### src/rtl/stc_pkg.sv
// Shared types and constants for the scrolling text console.
`timescale 1ns / 1ps
`default_nettype none

package stc_pkg;

    // Command codes on the input channel.
    localparam logic [1:0] CMD_PUT   = 2'd0;
    localparam logic [1:0] CMD_READ  = 2'd1;
    localparam logic [1:0] CMD_CLEAR = 2'd2;

    // Character codes with a meaning of their own.
    localparam logic [7:0] CODE_CR    = 8'd13;
    localparam logic [7:0] CODE_LF    = 8'd10;
    localparam logic [7:0] CODE_SPACE = 8'h20;

    // Field widths of the channel words.
    localparam int CHAR_W = 8;
    localparam int ROW_W  = 3;
    localparam int COL_W  = 5;

    // Operation kinds that the front hands to the back.
    typedef enum logic [2:0] {
        OP_NOP,
        OP_PUT,
        OP_NEWLINE,
        OP_READ,
        OP_CLEAR
    } op_kind_t;

    // One classified operation in the queue.
    typedef struct packed {
        op_kind_t           kind;
        logic [CHAR_W-1:0]  char_code;
        logic [ROW_W-1:0]   read_row;
        logic [COL_W-1:0]   read_col;
    } op_t;

    // One result word.
    typedef struct packed {
        logic [CHAR_W-1:0]  read_data;
        logic               drawn;
        logic [ROW_W-1:0]   drawn_row;
        logic [COL_W-1:0]   drawn_col;
        logic               scrolled;
        logic [ROW_W-1:0]   cursor_row;
        logic [COL_W-1:0]   cursor_col;
    } result_t;

endpackage

`default_nettype wire

### src/rtl/stc_if.sv
// Channel interfaces for the console command and response words.
`timescale 1ns / 1ps
`default_nettype none

interface stc_cmd_if;
    logic       valid;
    logic       ready;
    logic [1:0] command;
    logic [7:0] char_code;
    logic [2:0] read_row;
    logic [4:0] read_col;

    modport source (output valid, output command, output char_code,
                    output read_row, output read_col, input ready);
    modport sink   (input valid, input command, input char_code,
                    input read_row, input read_col, output ready);
endinterface

interface stc_rsp_if;
    logic       valid;
    logic       ready;
    logic [7:0] read_data;
    logic       drawn;
    logic [2:0] drawn_row;
    logic [4:0] drawn_col;
    logic       scrolled;
    logic [2:0] cursor_row;
    logic [4:0] cursor_col;

    modport source (output valid, output read_data, output drawn, output drawn_row,
                    output drawn_col, output scrolled, output cursor_row,
                    output cursor_col, input ready);
    modport sink   (input valid, input read_data, input drawn, input drawn_row,
                    input drawn_col, input scrolled, input cursor_row,
                    input cursor_col, output ready);
endinterface

`default_nettype wire

### src/rtl/scrolling_text_console_unit.sv
// Top level of the scrolling text console.
`timescale 1ns / 1ps
`default_nettype none

// A ROWS by COLS character console with a cursor. Command words enter a
// two-entry queue and are carried out one at a time by the back end, which
// owns the character memory with one write and one registered read port.
// A read waits for the registered memory read before its result is ready,
// and the back end starts the next word only once the previous result has
// left the output register, so it never takes a new word before the last
// one is through. Scrolling moves no stored text: rows are addressed through
// a rotating base, and a per-row fill count makes unwritten cells read as
// spaces, so reset and the clear command also take effect at once, with no
// clearing pass.
module scrolling_text_console_unit #(
    parameter int ROWS = 8,
    parameter int COLS = 21
) (
    input  wire logic clk,
    input  wire logic rst_n,
    stc_cmd_if.sink   cmd_ch,
    stc_rsp_if.source rsp_ch
);
    import stc_pkg::*;

    op_t     op;
    logic    op_valid;
    logic    op_ready;
    result_t res;

    stc_front u_front (
        .clk      (clk),
        .rst_n    (rst_n),
        .cmd_ch   (cmd_ch),
        .op       (op),
        .op_valid (op_valid),
        .op_ready (op_ready)
    );

    stc_back #(
        .ROWS (ROWS),
        .COLS (COLS)
    ) u_back (
        .clk       (clk),
        .rst_n     (rst_n),
        .op        (op),
        .op_valid  (op_valid),
        .op_ready  (op_ready),
        .res       (res),
        .res_valid (rsp_ch.valid),
        .res_ready (rsp_ch.ready)
    );

    // Response word fields.
    assign rsp_ch.read_data  = res.read_data;
    assign rsp_ch.drawn      = res.drawn;
    assign rsp_ch.drawn_row  = res.drawn_row;
    assign rsp_ch.drawn_col  = res.drawn_col;
    assign rsp_ch.scrolled   = res.scrolled;
    assign rsp_ch.cursor_row = res.cursor_row;
    assign rsp_ch.cursor_col = res.cursor_col;

endmodule

`default_nettype wire

### src/rtl/stc_front.sv
// Front end: classifies command words and holds them in a two-entry queue.
`timescale 1ns / 1ps
`default_nettype none

module stc_front (
    input  wire logic          clk,
    input  wire logic          rst_n,
    stc_cmd_if.sink            cmd_ch,
    output stc_pkg::op_t       op,
    output logic               op_valid,
    input  wire logic          op_ready
);
    import stc_pkg::*;

    op_t        q_reg [2];
    logic       wr_ptr_reg, wr_ptr_next;
    logic       rd_ptr_reg, rd_ptr_next;
    logic [1:0] count_reg, count_next;
    op_t        op_new;
    logic       push, pop;

    // Sort each word into the operation the back has to carry out.
    always_comb
    begin
        op_new.char_code = cmd_ch.char_code;
        op_new.read_row  = cmd_ch.read_row;
        op_new.read_col  = cmd_ch.read_col;
        unique case (cmd_ch.command)
            CMD_PUT:
            begin
                if (cmd_ch.char_code == CODE_LF)
                    op_new.kind = OP_NEWLINE;
                else if (cmd_ch.char_code == CODE_CR)
                    op_new.kind = OP_NOP;
                else
                    op_new.kind = OP_PUT;
            end
            CMD_READ:  op_new.kind = OP_READ;
            CMD_CLEAR: op_new.kind = OP_CLEAR;
            default:   op_new.kind = OP_NOP;
        endcase
    end

    // Queue control.
    assign cmd_ch.ready = (count_reg != 2'd2);
    assign push         = cmd_ch.valid && cmd_ch.ready;
    assign op_valid     = (count_reg != 2'd0);
    assign pop          = op_valid && op_ready;
    assign op           = q_reg[rd_ptr_reg];

    always_comb
    begin
        wr_ptr_next = push ? ~wr_ptr_reg : wr_ptr_reg;
        rd_ptr_next = pop ? ~rd_ptr_reg : rd_ptr_reg;
        count_next  = count_reg;
        if (push && !pop)
            count_next = count_reg + 2'd1;
        else if (pop && !push)
            count_next = count_reg - 2'd1;
    end

    always_ff @(posedge clk or negedge rst_n)
    begin
        if (!rst_n)
        begin
            wr_ptr_reg <= 1'b0;
            rd_ptr_reg <= 1'b0;
            count_reg  <= 2'd0;
        end
        else
        begin
            wr_ptr_reg <= wr_ptr_next;
            rd_ptr_reg <= rd_ptr_next;
            count_reg  <= count_next;
        end
    end

    // Queue storage.
    always_ff @(posedge clk)
    begin
        if (push)
            q_reg[wr_ptr_reg] <= op_new;
    end

endmodule

`default_nettype wire

### src/rtl/stc_back.sv
// Back end: character memory, cursor, scroll bookkeeping and the result register.
`timescale 1ns / 1ps
`default_nettype none

module stc_back #(
    parameter int ROWS = 8,
    parameter int COLS = 21
) (
    input  wire logic          clk,
    input  wire logic          rst_n,
    input  wire stc_pkg::op_t  op,
    input  wire logic          op_valid,
    output logic               op_ready,
    output stc_pkg::result_t   res,
    output logic               res_valid,
    input  wire logic          res_ready
);
    import stc_pkg::*;

    localparam int RW    = (ROWS > 1) ? $clog2(ROWS) : 1;
    localparam int CW    = (COLS > 1) ? $clog2(COLS) : 1;
    localparam int CW1   = $clog2(COLS + 1);
    localparam int AW    = RW + CW;
    localparam int DEPTH = ROWS * (1 << CW);

    localparam logic [RW-1:0]  LAST_ROW = RW'(ROWS - 1);
    localparam logic [RW:0]    ROWS_W   = (RW + 1)'(ROWS);
    localparam logic [CW1-1:0] COLS_W   = CW1'(COLS);

    // Character memory: physical row in the high bits, column in the low bits.
    logic [CHAR_W-1:0] mem [DEPTH];
    // Number of written cells at the start of each physical row.
    logic [CW1-1:0]    fill_reg [ROWS];

    logic [RW-1:0]     cur_row_reg, cur_row_next;
    logic [CW-1:0]     cur_col_reg, cur_col_next;
    logic [RW-1:0]     cur_phys_reg, cur_phys_next;
    logic [RW-1:0]     base_reg, base_next;
    logic              rd_pend_reg;
    logic              rd_space_reg;
    logic [CHAR_W-1:0] rd_data_reg;
    result_t           res_reg, res_next;
    logic              res_valid_reg;

    logic              take;
    logic [CW1-1:0]    col_inc;
    logic              wrap;
    logic              newline;
    logic              last_row;
    logic              scroll;
    logic              do_write;
    logic [RW-1:0]     cur_phys_inc;
    logic              rd_in_range;
    logic [RW:0]       rd_sum;
    logic [RW-1:0]     rd_phys;
    logic [CW-1:0]     rd_col;

    assign take      = op_valid && !res_valid_reg && !rd_pend_reg;
    assign op_ready  = take;
    assign res       = res_reg;
    assign res_valid = res_valid_reg;

    // Cursor movement for put and new line.
    assign col_inc      = CW1'(cur_col_reg) + CW1'(1);
    assign wrap         = (col_inc >= COLS_W);
    assign do_write     = (op.kind == OP_PUT);
    assign newline      = (op.kind == OP_NEWLINE) || (do_write && wrap);
    assign last_row     = (cur_row_reg == LAST_ROW);
    assign scroll       = newline && last_row;
    assign cur_phys_inc = (cur_phys_reg == LAST_ROW) ? '0 : cur_phys_reg + RW'(1);

    always_comb
    begin
        cur_row_next  = cur_row_reg;
        cur_col_next  = cur_col_reg;
        cur_phys_next = cur_phys_reg;
        base_next     = base_reg;
        if (op.kind == OP_CLEAR)
        begin
            cur_row_next  = '0;
            cur_col_next  = '0;
            cur_phys_next = '0;
            base_next     = '0;
        end
        else if (newline)
        begin
            cur_col_next = '0;
            if (last_row)
            begin
                // The oldest row becomes the new bottom row.
                cur_phys_next = base_reg;
                base_next     = (base_reg == LAST_ROW) ? '0 : base_reg + RW'(1);
            end
            else
            begin
                cur_row_next  = cur_row_reg + RW'(1);
                cur_phys_next = cur_phys_inc;
            end
        end
        else if (do_write)
        begin
            cur_col_next = col_inc[CW-1:0];
        end
    end

    // Read address: logical row rotated by the scroll base.
    assign rd_in_range = (32'(op.read_row) < 32'(ROWS)) && (32'(op.read_col) < 32'(COLS));
    assign rd_sum      = (RW + 1)'(base_reg) + (RW + 1)'(op.read_row);
    assign rd_phys     = (rd_sum >= ROWS_W) ? RW'(rd_sum - ROWS_W) : RW'(rd_sum);
    assign rd_col      = CW'(op.read_col);

    // Result word; for a read, the data field is filled in the cycle after it is taken.
    always_comb
    begin
        res_next            = '0;
        res_next.drawn      = do_write;
        res_next.drawn_row  = do_write ? ROW_W'(cur_row_reg) : '0;
        res_next.drawn_col  = do_write ? COL_W'(cur_col_reg) : '0;
        res_next.scrolled   = scroll && (op.kind != OP_CLEAR);
        res_next.cursor_row = ROW_W'(cur_row_next);
        res_next.cursor_col = COL_W'(cur_col_next);
    end

    // Memory port: at most one write and one registered read per cycle.
    always_ff @(posedge clk)
    begin
        if (take && do_write)
            mem[AW'({cur_phys_reg, cur_col_reg})] <= op.char_code;
        rd_data_reg <= mem[AW'({rd_phys, rd_col})];
    end

    // Row fill counts; a cell at or past the count reads as a space.
    always_ff @(posedge clk or negedge rst_n)
    begin
        if (!rst_n)
        begin
            for (int r = 0; r < ROWS; r++)
                fill_reg[r] <= '0;
        end
        else if (take)
        begin
            if (op.kind == OP_CLEAR)
            begin
                for (int r = 0; r < ROWS; r++)
                    fill_reg[r] <= '0;
            end
            else
            begin
                if (do_write)
                    fill_reg[cur_phys_reg] <= col_inc;
                if (scroll)
                    fill_reg[base_reg] <= '0;
            end
        end
    end

    // Cursor, scroll base and the result register.
    always_ff @(posedge clk or negedge rst_n)
    begin
        if (!rst_n)
        begin
            cur_row_reg   <= '0;
            cur_col_reg   <= '0;
            cur_phys_reg  <= '0;
            base_reg      <= '0;
            rd_pend_reg   <= 1'b0;
            res_valid_reg <= 1'b0;
        end
        else
        begin
            if (res_valid_reg && res_ready)
                res_valid_reg <= 1'b0;
            if (take)
            begin
                cur_row_reg  <= cur_row_next;
                cur_col_reg  <= cur_col_next;
                cur_phys_reg <= cur_phys_next;
                base_reg     <= base_next;
                if (op.kind == OP_READ)
                    rd_pend_reg <= 1'b1;
                else
                    res_valid_reg <= 1'b1;
            end
            else if (rd_pend_reg)
            begin
                rd_pend_reg   <= 1'b0;
                res_valid_reg <= 1'b1;
            end
        end
    end

    always_ff @(posedge clk)
    begin
        if (take)
        begin
            res_reg      <= res_next;
            rd_space_reg <= !rd_in_range || (CW1'(rd_col) >= fill_reg[rd_phys]);
        end
        else if (rd_pend_reg)
        begin
            res_reg.read_data <= rd_space_reg ? CODE_SPACE : rd_data_reg;
        end
    end

endmodule

`default_nettype wire

### src/flat_wrapper.sv
// flat-port wrapper written by rule: the top's interface ports become plain ports
module scrolling_text_console_unit_flat import stc_pkg::*;
#(
    parameter int ROWS = 8,
    parameter int COLS = 21
)
  (clk, rst_n, cmd_ch_valid, cmd_ch_command, cmd_ch_char_code, cmd_ch_read_row, cmd_ch_read_col, cmd_ch_ready, rsp_ch_valid, rsp_ch_read_data, rsp_ch_drawn, rsp_ch_drawn_row, rsp_ch_drawn_col, rsp_ch_scrolled, rsp_ch_cursor_row, rsp_ch_cursor_col, rsp_ch_ready);
  stc_cmd_if cmd_ch_i ();
  stc_rsp_if rsp_ch_i ();
  input  wire logic clk;
  input  wire logic rst_n;
  input wire logic [$bits(cmd_ch_i.valid)-1:0] cmd_ch_valid;
  input wire logic [$bits(cmd_ch_i.command)-1:0] cmd_ch_command;
  input wire logic [$bits(cmd_ch_i.char_code)-1:0] cmd_ch_char_code;
  input wire logic [$bits(cmd_ch_i.read_row)-1:0] cmd_ch_read_row;
  input wire logic [$bits(cmd_ch_i.read_col)-1:0] cmd_ch_read_col;
  output wire logic [$bits(cmd_ch_i.ready)-1:0] cmd_ch_ready;
  output wire logic [$bits(rsp_ch_i.valid)-1:0] rsp_ch_valid;
  output wire logic [$bits(rsp_ch_i.read_data)-1:0] rsp_ch_read_data;
  output wire logic [$bits(rsp_ch_i.drawn)-1:0] rsp_ch_drawn;
  output wire logic [$bits(rsp_ch_i.drawn_row)-1:0] rsp_ch_drawn_row;
  output wire logic [$bits(rsp_ch_i.drawn_col)-1:0] rsp_ch_drawn_col;
  output wire logic [$bits(rsp_ch_i.scrolled)-1:0] rsp_ch_scrolled;
  output wire logic [$bits(rsp_ch_i.cursor_row)-1:0] rsp_ch_cursor_row;
  output wire logic [$bits(rsp_ch_i.cursor_col)-1:0] rsp_ch_cursor_col;
  input wire logic [$bits(rsp_ch_i.ready)-1:0] rsp_ch_ready;
  assign cmd_ch_i.valid = cmd_ch_valid;
  assign cmd_ch_i.command = cmd_ch_command;
  assign cmd_ch_i.char_code = cmd_ch_char_code;
  assign cmd_ch_i.read_row = cmd_ch_read_row;
  assign cmd_ch_i.read_col = cmd_ch_read_col;
  assign cmd_ch_ready = cmd_ch_i.ready;
  assign rsp_ch_valid = rsp_ch_i.valid;
  assign rsp_ch_read_data = rsp_ch_i.read_data;
  assign rsp_ch_drawn = rsp_ch_i.drawn;
  assign rsp_ch_drawn_row = rsp_ch_i.drawn_row;
  assign rsp_ch_drawn_col = rsp_ch_i.drawn_col;
  assign rsp_ch_scrolled = rsp_ch_i.scrolled;
  assign rsp_ch_cursor_row = rsp_ch_i.cursor_row;
  assign rsp_ch_cursor_col = rsp_ch_i.cursor_col;
  assign rsp_ch_i.ready = rsp_ch_ready;
  scrolling_text_console_unit #(.ROWS(ROWS), .COLS(COLS)) u_core (.clk(clk), .rst_n(rst_n), .cmd_ch(cmd_ch_i), .rsp_ch(rsp_ch_i));
endmodule
### config.mk
export PLATFORM = sky130hd
export DESIGN_NAME = scrolling_text_console_unit_flat
export DESIGN_NICKNAME = d
export VERILOG_FILES = /design/src/rtl/stc_pkg.sv /design/src/rtl/stc_if.sv /design/src/rtl/scrolling_text_console_unit.sv /design/src/rtl/stc_front.sv /design/src/rtl/stc_back.sv /design/src/flat_wrapper.sv
export SDC_FILE = /design/constraint.sdc
export NUM_CORES = 2
export LEC_CHECK = 0
export ABC_CLOCK_PERIOD_IN_PS = 6200
export BUFFER_PORTS_ARGS = -buffer_cell sky130_fd_sc_hd__buf_2
export CAP_MARGIN = 10
export CORE_ASPECT_RATIO = 0.7
export CORE_UTILIZATION = 40
export CTS_CLUSTER_SIZE = 16
export DETAILED_ROUTE_END_ITERATION = 10
export RECOVER_POWER = 25
export SYNTH_ARGS = -nofsm -noshare
export SYNTH_HDL_FRONTEND = slang
export SYNTH_SLANG_ARGS = --single-unit
### constraint.sdc
create_clock -name clk -period 6.2 [get_ports clk]
set_clock_uncertainty 0.1 [all_clocks]
set_input_delay 1.24 -clock clk [delete_from_list [all_inputs] [get_ports clk]]
set_output_delay 1.24 -clock clk [all_outputs]
set_load 0.03 [all_outputs]
==> impl_metrics.py <==
metrics = {
    "sta": {
        "min_period_over_period": 0.901,
        "finalSetupTns_ps": 0,
        "relSlewSlack": -2.21,
        "tightest_slew_ps": 4820,
        "drv_slew": 929,
        "period_minus_slack_ps": 5580,
        "rsz0062_at_grt": "no",
        "setup-violations-final": 0,
        "hold_viol_final": 0,
        "clock.fmax_ghz": 0.179,
        "setup_ws_ps": 616,
    },
    "clock_network": {
        "cts_root_buf": "clkbuf_16",
        "cts_inserted_buffers": 199,
        "cts_hold_buf": 0,
        "cts_resized": 0,
        "cts_setup_buffers": 0,
        "clockBufferDepth": 4,
        "cts.clk_slew.worst_paths_ps": 60,
        "clk_latency_ps": 850,
        "clock_sinks": 2181,
        "h-tree-depth": 4,
        "cts_tree": "done",
    },
    "drt": {
        "vias": 53174,
        "first_pass_iters": 6,
        "viasPerCell": 5.84,
        "wl_per_cell_um": 27.4,
        "ant_nets": 0,
        "drt_iter0_drc": 7697,
        "routed_wl_um": 249000,
        "drt_drc_violations_left": 0,
    },
    "critical_path": {
        "end_kind": "flip-flop",
        "crit_slowest_cell": "mux2_1",
        "worstPathRequired_ps": 6010,
        "crit_arrival_ps": 5390,
        "crit_chain": "buf_4 -> mux2_1",
        "critPathMaxFanout": 119,
        "r2r_setup_slack_ps": 620,
        "critPathMaxStageDelay_ps": 3470,
        "crit_path_start_kind": "flip-flop",
        "critical_path_class": "flip-flop to flip-flop",
    },
    "layout": {
        "instances_no_fill": 9105,
        "largest_register_ff_count": 2048,
        "drive_gt1_frac": 0.0898,
        "fin_nets": 6089,
        "finish.instance_area_mm2": 0.0968,
        "areaGrowthSynthToFinish_pct": 10.7,
        "fill_cells": 19165,
    },
    "placement": {
        "placed_area_mm2": 0.0908,
        "place.port_buffers": 49,
        "gp_congestion": 0.885,
        "placed_cells": 8748,
        "hpwl_um": 145000,
        "dp_slack_ps": 1020,
    },
    "power": {
        "p_comb_frac": 0.322,
        "p_int_mw": 28.6,
        "swShare": 0.363,
        "power_density_mw_per_mm2": 465,
        "p_leak_nw": 32.3,
        "p_sw_mw": 16.3,
        "power.total_mw": 45.0,
        "p_seq_frac": 0.413,
        "ir_drop_v": 0.000386,
        "power_frac_clock": 0.266,
    },
    "floorplan": {
        "core_mm2": 0.217,
        "dieArea_mm2": 0.221,
        "die_w_um": 561,
        "rows": 143,
        "die_h_um": 393,
        "io_pins": 50,
        "initial_core_util": 0.403,
    },
    "global_routing": {
        "grt_pass1_vias": 49800,
        "grt_overflow": 0,
        "global_route.usage.met3": 0.0506,
        "use_met2": 0.317,
        "antenna_found_initial": 14,
        "track_usage": 0.223,
        "met1_usage": 0.340,
        "grt_pass1_wl_um": 359000,
        "busiest_layer": "met1",
        "grt_max_degree": 160,
    },
    "status": {
        "violations": "max-capacitance violations, max-slew violations",
        "run_status": "finished, violations left",
    },
    "flow_run": {
        "drv_cap": 10,
    },
    "yosys": {
        "synth_top_area_share": 0.723,
        "syn_avg_cell_area_um2": 14.4,
        "async_flop_share": 0.0275,
        "synth_top_area_cell": "edfxtp_1",
        "synth.most_common_cell": "edfxtp_1",
        "synth_cell_types": 83,
        "synth_seq_cells": 2181,
        "syn_inst": 6055,
        "synth_area_leaders": "edfxtp_1 (72%), nand2_1 (5.1%), mux2i_1 (4.4%)",
        "syn-cell-area_mm2": 0.0874,
        "synthFlopType": "edfxtp_1",
        "yosysSeqAreaShare": 0.744,
        "synthTopCellsByCount": "edfxtp_1 (2105), nand2_1 (1197), nand3_1 (489)",
        "synth-edff-count": 2105,
        "yosys_warnings": 0,
        "synth_nets": 6094,
    },
    "worst_hold_path": {
        "hold_path.class": "flip-flop to flip-flop",
    },
}
final timing paths:
| check | startpoint | cells after the start | to |
|---|---|---|---|
| min in group asynchronous | rst_n | 2 | u_core.u_back.fill_reg[2] |
| max in group asynchronous | rst_n | 2 | u_core.u_back.rd_pend_reg |
| worst max-delay path | u_core.u_front.rd_ptr_reg | 2 | u_core.u_back.mem[237][0] |
| worst min-delay path | u_core.u_back.res[24] | 2 | u_core.u_back.res[24] |
| worst min register to register | u_core.u_back.res[24] | 2 | u_core.u_back.res[24] |
| worst max register to register | u_core.u_front.rd_ptr_reg | 2 | u_core.u_back.mem[237][0] |
power groups by stage:
| stage | combinational (mW) | sequential, mW | clock [mW] |
|---|---|---|---|
| 6_report | 14.5 | 18.6 | 11.9 |
| 3_5_place_dp | 14.3 | 18.7 | 0 |
| 5_1_grt | 15.2 | 18.6 | 12.6 |
| 4_1_cts | 14.3 | 18.4 | 12.1 |
| 2_1_floorplan | 8.38 | 18.9 | 0 |
| 3_3_place_gp | 14.1 | 18.7 | 0 |
cell usage in the layout, fill, tap and decap left out, types with 6 or more instances in the layout:
cell          n
edfxtp_1   2105
nand2_1    1181
nand3_1     489
mux2i_1     383
nor2_1      323
clkbuf_16   203
a21oi_1     175
a31oi_1     129
o221ai_1    126
buf_4       119
clkbuf_1     70
and3_1       69
o22ai_1      68
dfrtp_1      60
o21ai_0      52
mux4_2       51
a311oi_1     43
clkinv_1     42
nor3_1       42
nor4_1       38
buf_2        36
o2bb2ai_1    35
clkinv_2     34
buf_12       27
nand4_1      16
or3_1        16
dfxtp_1      16
nand2_2      15
ha_1         15
inv_1        13
o211ai_1     13
bufinv_16    12
nor2b_1      11
or2_2        10
a32oi_1      10
xor2_1        8
nand2b_1      8
mux2_1        7
or4_1         7
clkbuf_8      6
critical path: cells and delay by family, from the launching register on:
kind	cells	cell delay, ps
flip-flops	1	470
buffers and inverters	1	430
multiplexers	1	3470
routing by layer:
| layer | vias to the layer above | part of all wire |
|---|---|---|
| met2 | 3049 | 0.42 |
| met1 | 26832 | 0.44 |
| met5 | - | 0.000028 |
| met4 | 2 | 0.027 |
| met3 | 386 | 0.12 |
| li1 | 22905 | - |
final cells by class:
| type | instances | area (um^2) | share of cell area |
|---|---|---|---|
| Antenna cell | 2 | 5.00 | 0.0000517 |
| Inverter | 20 | 96.3 | 0.000995 |
| Timing Repair Buffer | 202 | 1700 | 0.0176 |
| Multi-Input combinational cell | 3446 | 20200 | 0.209 |
| Tap cell | 2900 | 3630 | 0.0375 |
| Clock inverter | 94 | 772 | 0.00797 |
| Sequential cell | 2181 | 65000 | 0.672 |
| Clock buffer | 260 | 5350 | 0.0553 |
through the flow:
step | utilization | hold slack [ps]
detailed placement | 0.418 | 371
floorplan | - | 332
global placement | 0.418 | 361
global route | 0.446 | 404
CTS | 0.446 | 382
finish | 0.446 | 376
cell families after synthesis:
| logic type | count (synthesis) | share of synthesized area |
|---|---|---|
| buf+inv | 428 | 0.0260 |
| mux | 451 | 0.0597 |
| xor+xnor | 15 | 0.00159 |
| compound gates | 707 | 0.0555 |
| fa+ha+maj | 17 | 0.00252 |
| simple gates | 2256 | 0.111 |
| flops | 2181 | 0.744 |
Power figures use the tool's default switching activity.
